## src/hw/rtl/btkk_pkg.sv

```systemverilog
`default_nettype none
package btkk_pkg;

  localparam int DEPTH_DEF    = 16;
  localparam int KEY_BITS_DEF = 64;

  localparam int KEY_W   = 64;
  localparam int POS_W   = 4;
  localparam int OPC_W   = 2;
  localparam int CFG_W   = 5;
  localparam int MODE_W  = 2;
  localparam int CFG_IDX_W = 1;

  typedef enum logic [OPC_W-1:0] {
    OP_CLEAR  = 2'd0,
    OP_INSERT = 2'd1,
    OP_DRAIN  = 2'd2
  } opcode_t;

  localparam logic [MODE_W-1:0] MODE_NONE = 2'd0;
  localparam logic [MODE_W-1:0] MODE_ASC  = 2'd1;
  localparam logic [MODE_W-1:0] MODE_DESC = 2'd2;

  localparam logic [CFG_IDX_W-1:0] REG_LIMIT_MODE  = 1'b0;
  localparam logic [CFG_IDX_W-1:0] REG_LIMIT_COUNT = 1'b1;

  typedef enum logic [1:0] {
    CELL_HOLD,
    CELL_INSERT,
    CELL_ROTATE
  } cell_op_t;

  typedef struct packed {
    logic     ascending;
    logic     valid;
  } cell_ctl_t;

  typedef enum logic {
    ST_IDLE,
    ST_DRAIN
  } state_t;

endpackage
`default_nettype wire

```

## src/hw/rtl/btkk_cell.sv

```systemverilog
`default_nettype none
module btkk_cell
  import btkk_pkg::*;
#(
  parameter int KEY_BITS = KEY_BITS_DEF
) (
  input  wire logic                clk,
  input  wire cell_op_t            op,
  input  wire cell_ctl_t           ctl,
  input  wire logic [KEY_BITS-1:0] new_key,
  input  wire logic [KEY_BITS-1:0] prev_key,
  input  wire logic                keep,
  input  wire logic                prev_keep,
  input  wire logic [KEY_BITS-1:0] next_key,
  output logic      [KEY_BITS-1:0] held_key,
  output logic                     better
);

  logic [KEY_BITS-1:0] held_key_next;

  assign better = ctl.valid &&
                  (ctl.ascending ? (held_key < new_key) : (held_key > new_key));

  always_comb begin
    held_key_next = held_key;
    case (op)
      CELL_INSERT: begin
        // keep: this slot and all ahead of it beat the new key
        // first slot that drops out of that run takes the new key, the tail shifts down
        if (keep) begin
          held_key_next = held_key;
        end else if (prev_keep) begin
          held_key_next = new_key;
        end else begin
          held_key_next = prev_key;
        end
      end
      CELL_ROTATE: begin
        held_key_next = next_key;
      end
      default: begin
        held_key_next = held_key;
      end
    endcase
  end

  always_ff @(posedge clk) begin
    held_key <= held_key_next;
  end

endmodule
`default_nettype wire

```

## src/hw/rtl/bounded_top_k_key_keeper.sv

```systemverilog
`default_nettype none
// Bounded top-k key keeper: sorted list of the best keys of a scan.
// Command channel: start/busy with opcode and key; a transaction is taken on
// an edge with start high and busy low. Clear and insert give no result and
// leave busy low, so a key may be inserted every cycle while no drain runs.
// Drain of n held keys holds busy up to its last result while the cells rotate
// one place per cycle towards cell 0, which feeds the result register; once all
// n keys have passed cell 0 the list is back in place. The first result reaches
// the ports via the state and then the result register, then one per cycle;
// busy falls in the cycle that carries the last one. Each is marked by res_strobe
// for exactly one cycle; the receiver cannot stall them. An empty drain gives
// one result (empty_res and last set) in the cycle after acceptance; busy stays low.
// Configuration (wr_en/wr_index/wr_data) writes limit_mode and limit_count
// directly; write only while idle. Reset empties the list and clears both
// registers; key storage itself is not cleared.
module bounded_top_k_key_keeper
  import btkk_pkg::*;
#(
  parameter int DEPTH    = DEPTH_DEF,
  parameter int KEY_BITS = KEY_BITS_DEF
) (
  input  wire logic                 clk,
  input  wire logic                 rst,
  input  wire logic                 start,
  output logic                      busy,
  input  wire logic [OPC_W-1:0]     opcode,
  input  wire logic [KEY_W-1:0]     key,
  input  wire logic                 wr_en,
  input  wire logic [CFG_IDX_W-1:0] wr_index,
  input  wire logic [CFG_W-1:0]     wr_data,
  output logic                      res_strobe,
  output logic      [KEY_W-1:0]     out_key,
  output logic      [POS_W-1:0]     position,
  output logic                      last,
  output logic                      empty_res
);

  localparam int CW = $clog2(DEPTH + 1);
  localparam int IW = (DEPTH > 1) ? $clog2(DEPTH) : 1;

  logic [MODE_W-1:0] limit_mode;
  logic [CFG_W-1:0]  limit_count;
  logic [CW-1:0]     held_count, held_count_next;
  logic [IW-1:0]     drain_cnt, drain_cnt_next;
  state_t            state, state_next;

  logic              res_strobe_next, last_next, empty_res_next;
  logic [KEY_W-1:0]  out_key_next;
  logic [POS_W-1:0]  position_next;

  logic [KEY_BITS-1:0] new_key;
  logic [KEY_BITS-1:0] cell_key [DEPTH];
  logic [DEPTH-1:0]    better;
  logic [DEPTH-1:0]    keep;
  logic [DEPTH-1:0]    valid_vec;
  cell_ctl_t           cell_ctl [DEPTH];
  cell_op_t            cell_op [DEPTH];

  logic          accept, mode_ok, ins_req, ins_hit, ins_write;
  logic [CW-1:0] lim, n_eff;

  assign new_key = key[KEY_BITS-1:0];
  assign busy    = (state == ST_DRAIN);
  assign accept  = start && !busy;

  always_comb begin
    lim     = (32'(limit_count) > DEPTH) ? CW'(DEPTH) : CW'(limit_count);
    n_eff   = (held_count > lim) ? lim : held_count;
    mode_ok = (limit_mode == MODE_ASC) || (limit_mode == MODE_DESC);
    ins_req = accept && (opcode == OP_INSERT) && mode_ok && (lim != '0);
  end

  // some held key drops out of the leading run: the new key finds a slot
  assign ins_hit   = |(valid_vec & ~keep);
  assign ins_write = ins_req && ((n_eff != lim) || ins_hit);

  for (genvar i = 0; i < DEPTH; i++) begin : g_cell
    logic [KEY_BITS-1:0] prev_key_i, next_key_i;
    logic                prev_keep_i;

    assign valid_vec[i] = CW'(i) < n_eff;
    // list may be in the other order after a mode change: only the leading run holds
    assign keep[i]      = &better[i:0];

    if (i == 0) begin : g_head
      assign prev_key_i  = new_key;
      assign prev_keep_i = 1'b1;
    end else begin : g_body
      assign prev_key_i  = cell_key[i-1];
      assign prev_keep_i = keep[i-1];
    end

    if (i == DEPTH - 1) begin : g_tail
      assign next_key_i = cell_key[0];
    end else begin : g_mid
      // the head entry wraps round to the last held slot during a drain
      assign next_key_i = ((CW'(i) + CW'(1)) == held_count) ? cell_key[0] : cell_key[i+1];
    end

    always_comb begin
      cell_ctl[i].ascending = (limit_mode == MODE_ASC);
      cell_ctl[i].valid     = valid_vec[i];
    end

    always_comb begin
      if (busy && (CW'(i) < held_count)) begin
        cell_op[i] = CELL_ROTATE;
      end else if (ins_write) begin
        cell_op[i] = CELL_INSERT;
      end else begin
        cell_op[i] = CELL_HOLD;
      end
    end

    btkk_cell #(
      .KEY_BITS(KEY_BITS)
    ) u_cell (
      .clk        (clk),
      .op         (cell_op[i]),
      .ctl        (cell_ctl[i]),
      .new_key    (new_key),
      .prev_key   (prev_key_i),
      .keep       (keep[i]),
      .prev_keep  (prev_keep_i),
      .next_key   (next_key_i),
      .held_key   (cell_key[i]),
      .better     (better[i])
    );
  end

  always_ff @(posedge clk) begin
    if (rst) begin
      limit_mode  <= MODE_NONE;
      limit_count <= '0;
    end else if (wr_en) begin
      case (wr_index)
        REG_LIMIT_MODE:  limit_mode  <= wr_data[MODE_W-1:0];
        REG_LIMIT_COUNT: limit_count <= wr_data;
        default: ;
      endcase
    end
  end

  always_comb begin
    held_count_next = held_count;
    if (accept) begin
      case (opcode)
        OP_CLEAR: begin
          held_count_next = '0;
        end
        OP_INSERT: begin
          if (ins_req) begin
            held_count_next = (n_eff < lim) ? (n_eff + CW'(1)) : lim;
          end
        end
        default: ;
      endcase
    end
  end

  always_comb begin
    state_next      = state;
    drain_cnt_next  = drain_cnt;
    res_strobe_next = 1'b0;
    out_key_next    = out_key;
    position_next   = position;
    last_next       = last;
    empty_res_next  = empty_res;
    case (state)
      ST_IDLE: begin
        if (accept && (opcode == OP_DRAIN)) begin
          if (held_count == '0) begin
            res_strobe_next = 1'b1;
            out_key_next    = '0;
            position_next   = '0;
            last_next       = 1'b1;
            empty_res_next  = 1'b1;
          end else begin
            state_next     = ST_DRAIN;
            drain_cnt_next = '0;
          end
        end
      end
      ST_DRAIN: begin
        res_strobe_next = 1'b1;
        out_key_next    = KEY_W'(cell_key[0]);
        position_next   = POS_W'(drain_cnt);
        last_next       = (CW'(drain_cnt) + CW'(1)) == held_count;
        empty_res_next  = 1'b0;
        drain_cnt_next  = drain_cnt + IW'(1);
        if (last_next) begin
          state_next = ST_IDLE;
        end
      end
      default: begin
        state_next = ST_IDLE;
      end
    endcase
  end

  always_ff @(posedge clk) begin
    if (rst) begin
      state      <= ST_IDLE;
      held_count <= '0;
      res_strobe <= 1'b0;
    end else begin
      state      <= state_next;
      held_count <= held_count_next;
      res_strobe <= res_strobe_next;
    end
  end

  always_ff @(posedge clk) begin
    drain_cnt <= drain_cnt_next;
    out_key   <= out_key_next;
    position  <= position_next;
    last      <= last_next;
    empty_res <= empty_res_next;
  end

  a_count_bound: assert property (@(posedge clk) disable iff (rst)
    held_count <= CW'(DEPTH))
    else $error("held count beyond store depth");

  a_empty_single: assert property (@(posedge clk) disable iff (rst)
    (res_strobe && empty_res) |-> (last && (position == '0) && (out_key == '0)))
    else $error("empty drain result malformed");

  a_drain_starts: assert property (@(posedge clk) disable iff (rst)
    (accept && (opcode == OP_DRAIN) && (held_count != '0)) |=> (busy && !res_strobe))
    else $error("drain of a non-empty list did not start");

  a_count_frozen: assert property (@(posedge clk) disable iff (rst)
    busy |=> (held_count == $past(held_count)))
    else $error("held count changed during drain");

endmodule
`default_nettype wire
```

## config.mk

```make
export PLATFORM = sky130hd
export DESIGN_NAME = bounded_top_k_key_keeper
export DESIGN_NICKNAME = d
export VERILOG_FILES = /design/src/hw/rtl/btkk_pkg.sv /design/src/hw/rtl/btkk_cell.sv /design/src/hw/rtl/bounded_top_k_key_keeper.sv
export SDC_FILE = /design/constraint.sdc
export NUM_CORES = 2
export LEC_CHECK = 0
export ABC_AREA = 1
export BUFFER_PORTS_ARGS = -buffer_cell sky130_fd_sc_hd__buf_2
export CAP_MARGIN = 20
export CORE_UTILIZATION = 47
export DETAILED_ROUTE_END_ITERATION = 16
export HOLD_SLACK_MARGIN = 0.1
export PLACE_DENSITY = 0.61
export REMOVE_ABC_BUFFERS = 1
export SYNTH_ARGS = -nofsm -noshare
export SYNTH_HDL_FRONTEND = slang
export SYNTH_HIERARCHICAL = 1
export SYNTH_SLANG_ARGS = --single-unit
```

## constraint.sdc

```tcl
create_clock -name clk -period 15.95 [get_ports clk]
set_clock_uncertainty 0.05 [all_clocks]
set_input_delay 0 -clock clk [delete_from_list [all_inputs] [get_ports clk]]
set_output_delay 0 -clock clk [all_outputs]
set_load 0.01 [all_outputs]
```

* Word-level counts from Yosys, hierarchy flattened *
Index checks and enable logic that the tools add are counted.
W data, S select, Z words.

storage, ports and cells
  bits in registers = 1112

cells by class
  add/sub/neg operators = 3
  order comparisons = 67
  eq/ne operators = 74
  mux-type cells = 120
  bitwise gates (word level) = 4
  reductions and logical operators = 98

operators with widths
  operator              count
  $mux W64              48
  $pmux W64 S2          17
  $gt A64 B64 Y1        16
  $lt A64 B64 Y1        16
  $lt A4 B5 Y1 const A  16
  $ne A2 B2 Y1 const B  21
  $eq A4 B5 Y1 const A  8
  $lt A3 B5 Y1 const A  8
  $reduce_and A2 Y1     20
  $logic_and A1 B1 Y1   38
  $eq A2 B1 Y1 const B  18
  $eq A2 B2 Y1 const B  18
  $reduce_bool A2 Y1    17
  $mux W2               16
  $mux W1               24
  $eq A3 B5 Y1 const A  4
  $lt A1 B5 Y1 const A  4
  $lt A2 B5 Y1 const A  4
  $mux W5               4
  $and A16 B16 Y16      1
  $mux W4               4
  $not A16 Y16          1
  $pmux W4 S2           2
  $reduce_and A16 Y1    1
  32 further kinds      40

* Logic depth before layout (Yosys ltp) *
  depth in word-level cells = 17
  mapped depth = 38
  mapped depth without buffers = 36

* Hierarchy *
The synthesis kept the hierarchy.

modules (own cells, without submodules)
  module                    times used  cells an instance  area an instance (um^2)  seq. area each (um^2)
  btkk_cell                 16          647                5096.1                   1921.8
  bounded_top_k_key_keeper  1           2854               14579.0                  2502.4

* Worst setup path after synthesis *
Ideal clock, no wire load.

  path kind = register -> register
  start point = register limit_count[0]
  end point = register g_cell[1].u_cell.held_key[0] (enable)
  library setup time = 0.574 ns
  arrival time = 7.570 ns
  data required time = 15.326 ns
  setup slack = 7.756 ns
  stages on the path, launching flop included = 34
  clock period less this slack = 8.194 ns
  path through = dfxtp_1 -> nor2_1 -> nand2_1 -> nand2_1 -> nand2_1 -> ha_1 -> nand2_1 -> nor2_4 -> nand2_2 -> nand3_4 -> nand2_4 -> nand2_1 -> nand2_1 -> nand3_1 -> nand2_1 -> o21ai_0 -> nand2_1 -> nor2_1 -> nand4_1 -> nor2_1 -> nand2_1 -> nor2_2 -> inv_2 -> nor2_2 -> nand3_2 -> nand3_1 -> nand2_1 -> nor2_1 -> nand2_1 -> nor2_4 -> buf_6 -> nor2_2 -> nand2_1 -> o21ai_0

RTL lines
  item                    line                             source
  from (decl)             bounded_top_k_key_keeper.sv:42   logic [CFG_W-1:0] limit_count;
  from (signal assigned)  bounded_top_k_key_keeper.sv:138  REG_LIMIT_COUNT: limit_count <= wr_data;
  to (signal assigned)    btkk_cell.sv:48                  held_key <= held_key_next;
  to (decl)               btkk_cell.sv:15                  output logic [KEY_BITS-1:0] held_key,

==> out/metrics.cfg <==
[synthesis]
netlist_instances = 13206
yosys.area_share.simple = 0.172
yosysSeqAreaShare = 0.346
synthesis.area_um2 = 96100
yosys_warnings = 6
synth_compound_area_frac = 0.219
synth_xor_xnor_area_share = 0.000456
avgSynthCellArea_um2 = 7.28
ys_seq_elements = 1112
post_synth_fa_ha_maj_area_fraction = 0.135
synth_top_family_by_area = compound AO/OA/AOI/OAI gates
synth_mux_area_frac = 0
synth.distinct_cells = 44

[drt]
drt_pass1_iterations = 7
drtIter0Drc = 10490
finalWirelength_mm = 368
wire_per_inst_um = 23.4
drc_errors = 0
detail-route-antenna-nets = 0
vias = 91661
drt-vias-per-instance = 5.82

[grt]
gr-usage-all-layers = 0.348
overflow = 0
grt_pass1_vias = 84745
antenna_found_initial = 2
grt_max_degree = 132
grt_pass1_wl_mm = 536

[floorplan]
core_area_um2 = 203000
die_area_um2 = 206000
die_h_um = 454
initial_core_util = 0.474
dieWidth_um = 454
ioPinCount = 148
rows = 165

[power_and_ir_drop]
p_int_mw = 5.31
fin_total_pwr_mw = 7.39
power_frac_comb = 0.125
clkPwrFrac = 0.433
power_switching_mw = 2.07
sw_frac_of_total = 0.280
power_frac_seq = 0.442
ir_drop_mv = 0.115
leakagePower_nw = 49.3
power.density_nw_per_um2 = 71.0

[placement]
io_buffers = 147
placed_cell_area_um2 = 98500
pre_cts_ws_ns = 7.05
routabilityCongestion = 0.990
dpl.hpwl_mm = 257

[timing]
setup_violations = 0
max_slew.worst_pin.slew_ns = 1.19
timing.setup.tns_ns = 0
drv_slew = 0
fmax_mhz = 110
slew_headroom = 0.205
hold_violations = 0
rsz0062_at_grt = no
post-route-min-period_ns = 9.07
fin_ws_ns = 6.88
period_share = 0.568

[outcome]
status = finished clean

[clock_tree]
htree_levels = 4
cts_resized = 0
clk_latency_ns = 0.84
cts_sinks = 1112
cts_buffers = 143
clk_path_buf_depth = 3
clk_pin_slew_ns = 0.07
cts_root_buf = clkbuf_16
postCtsSetupRepairBufs = 0
cts_tree = yes

[setup_path]
slowest_stage = buf_4
start_kind = flop
crit_fanout = 66
crit-reg2reg-launch = held_count[0]
crit_buf_inv = 8
required_ns = 16.33
cpLargestDelayFamily = simple AND/OR/NAND/NOR gates
cpMostUsedCell = nand2_1
crit_type = reg -> reg
r2r_slack_ns = 6.88
critical_path_depth = 32
timing.rr.end = g_cell[1].u_cell/held_key[57]
end_kind = flop
cp_slowest_stage_delay_ns = 0.85
reg2reg_depth = 32
arrival_ns = 9.44

[worst_hold_path]
hp-class = in -> reg
hold_depth = 5
min_from = wr_en
hold_end = limit_count[2]

[finish]
seqCellArea_um2 = 33300
multi_input_area_um2 = 51000
fillers = 19901
fin_nets = 14081
design_area_um2 = 104000
final_cell_mix = nand2_1, inv_1, o21ai_0
syn2layout_area_growth_pct = 8.15
final_common_cell = nand2_1
layout-drive-gt1-share = 0.0497

[flow_run]
maxCapViolCount = 0

==> worst register-to-register path: cells and delay by family, from the launching register on <==
kind | cells | cell delay (ns)
compound gates | 1 | 0.14
simple gates | 22 | 4.02
flops | 1 | 0.80
buf+inv | 8 | 3.20
fa+ha+maj | 1 | 0.39
==> Yosys cell counts, drive strengths merged <==
cell / number / area (µm²)
nand2: 3288 / 12400
inv: 2496 / 9370
o21ai: 1957 / 9790
edfxtp: 1098 / 33000
ha: 1037 / 13000
o211ai: 993 / 7450
nor2: 649 / 2670
clkbuf: 605 / 2270
a21oi: 578 / 2900
buf: 132 / 643
nand3: 116 / 696
a21o: 64 / 480
nand4: 38 / 244
o21a: 33 / 248
nor4: 18 / 113
a31oi: 17 / 106
and2: 17 / 106
or2: 17 / 106
and2b: 16 / 120
dfxtp: 14 / 280
nor3: 6 / 30.0
a211oi: 4 / 30.0
xor2: 4 / 35.0
nand3b: 2 / 15.0
o22ai: 2 / 12.5
clkinv: 1 / 3.75
conb: 1 / 3.75
o31ai: 1 / 7.51
o41ai: 1 / 8.76
xnor2: 1 / 8.76
==> power by group through the flow <==
| stage | logic [mW] | registers [mW] | clock network, mW |
|---|---|---|---|
| after floorplan | 0.566 | 3.32 | 0 |
| after global placement | 0.854 | 3.32 | 0 |
| after detailed placement | 0.875 | 3.32 | 0 |
| after CTS | 0.899 | 3.26 | 3.24 |
| after global routing | 1.02 | 3.26 | 3.33 |
| final | 0.924 | 3.26 | 3.20 |
==> per-layer routing <==
| layer | vias to the layer above | wire length, µm | GRT usage |
|---|---|---|---|
| met5 | - | 0 | 0 |
| met4 | 0 | 21200 | 0.185 |
| met3 | 795 | 33500 | 0.0532 |
| met2 | 4232 | 158000 | 0.534 |
| met1 | 43295 | 155000 | 0.470 |
| li1 | 43339 | - | - |
==> worst max path at each step <==
stage / end / slack [ns] / start
global route: g_cell[1].u_cell/held_key[57] / 6.32 / held_count[0]
floorplan: g_cell[13].u_cell/held_key[0] / -6.07 / limit_count[0]
detailed placement: g_cell[1].u_cell/held_key[0] / 7.05 / held_count[0]
global placement: g_cell[1].u_cell/held_key[7] / 7.01 / held_count[0]
CTS: g_cell[1].u_cell/held_key[57] / 7.00 / held_count[0]
finish: g_cell[1].u_cell/held_key[57] / 6.88 / held_count[0]
==> logic make-up after synthesis <==
family / count (synthesis)
DFF: 1112
AOI/OAI and AO/OA: 3650
other: 1
xor gates and xnor gates: 5
adders and majority gates: 1037
and+or+nand+nor: 4167
buffers and inverters: 3234
==> flip-flops by register name (all words and copies together), names as in the netlist <==
register and flops:
busy 1, out_key 64, res_strobe 1, empty_res 1, drain_cnt 4, held_count 5, position 4, g_cell.u_cell/held_key 1024
limit_mode 2, last 1, limit_count 5
==> final cells by class <==
| cell class | instances | area share |
|---|---|---|
| Sequential cell | 1112 | 0.320 |
| Antenna cell | 2 | 0.0000481 |
| Clock buffer | 189 | 0.0373 |
| Inverter | 2497 | 0.0904 |
| Clock inverter | 60 | 0.00472 |
| Tap cell | 2672 | 0.0322 |
| Timing Repair Buffer | 354 | 0.0252 |
| Multi-Input combinational cell | 8860 | 0.490 |
==> repair_timing <==
item | in CTS | in global routing
hold buffers | 99 | 0
hold endpoints to repair | 1042 | 0
endpoints found under the setup margin | 0 | 0
==> metrics by stage <==
step           instances   util  hold WS [ns]
6_report           15746  0.513         0.333
3_5_place_dp       15394  0.486         0.279
3_3_place_gp       15391  0.486         0.257
4_1_cts            15742  0.512         0.238
5_1_grt            15744  0.513         0.332
2_1_floorplan      12469      -        0.0191
Note: power is estimated with default switching activity, not from simulation.
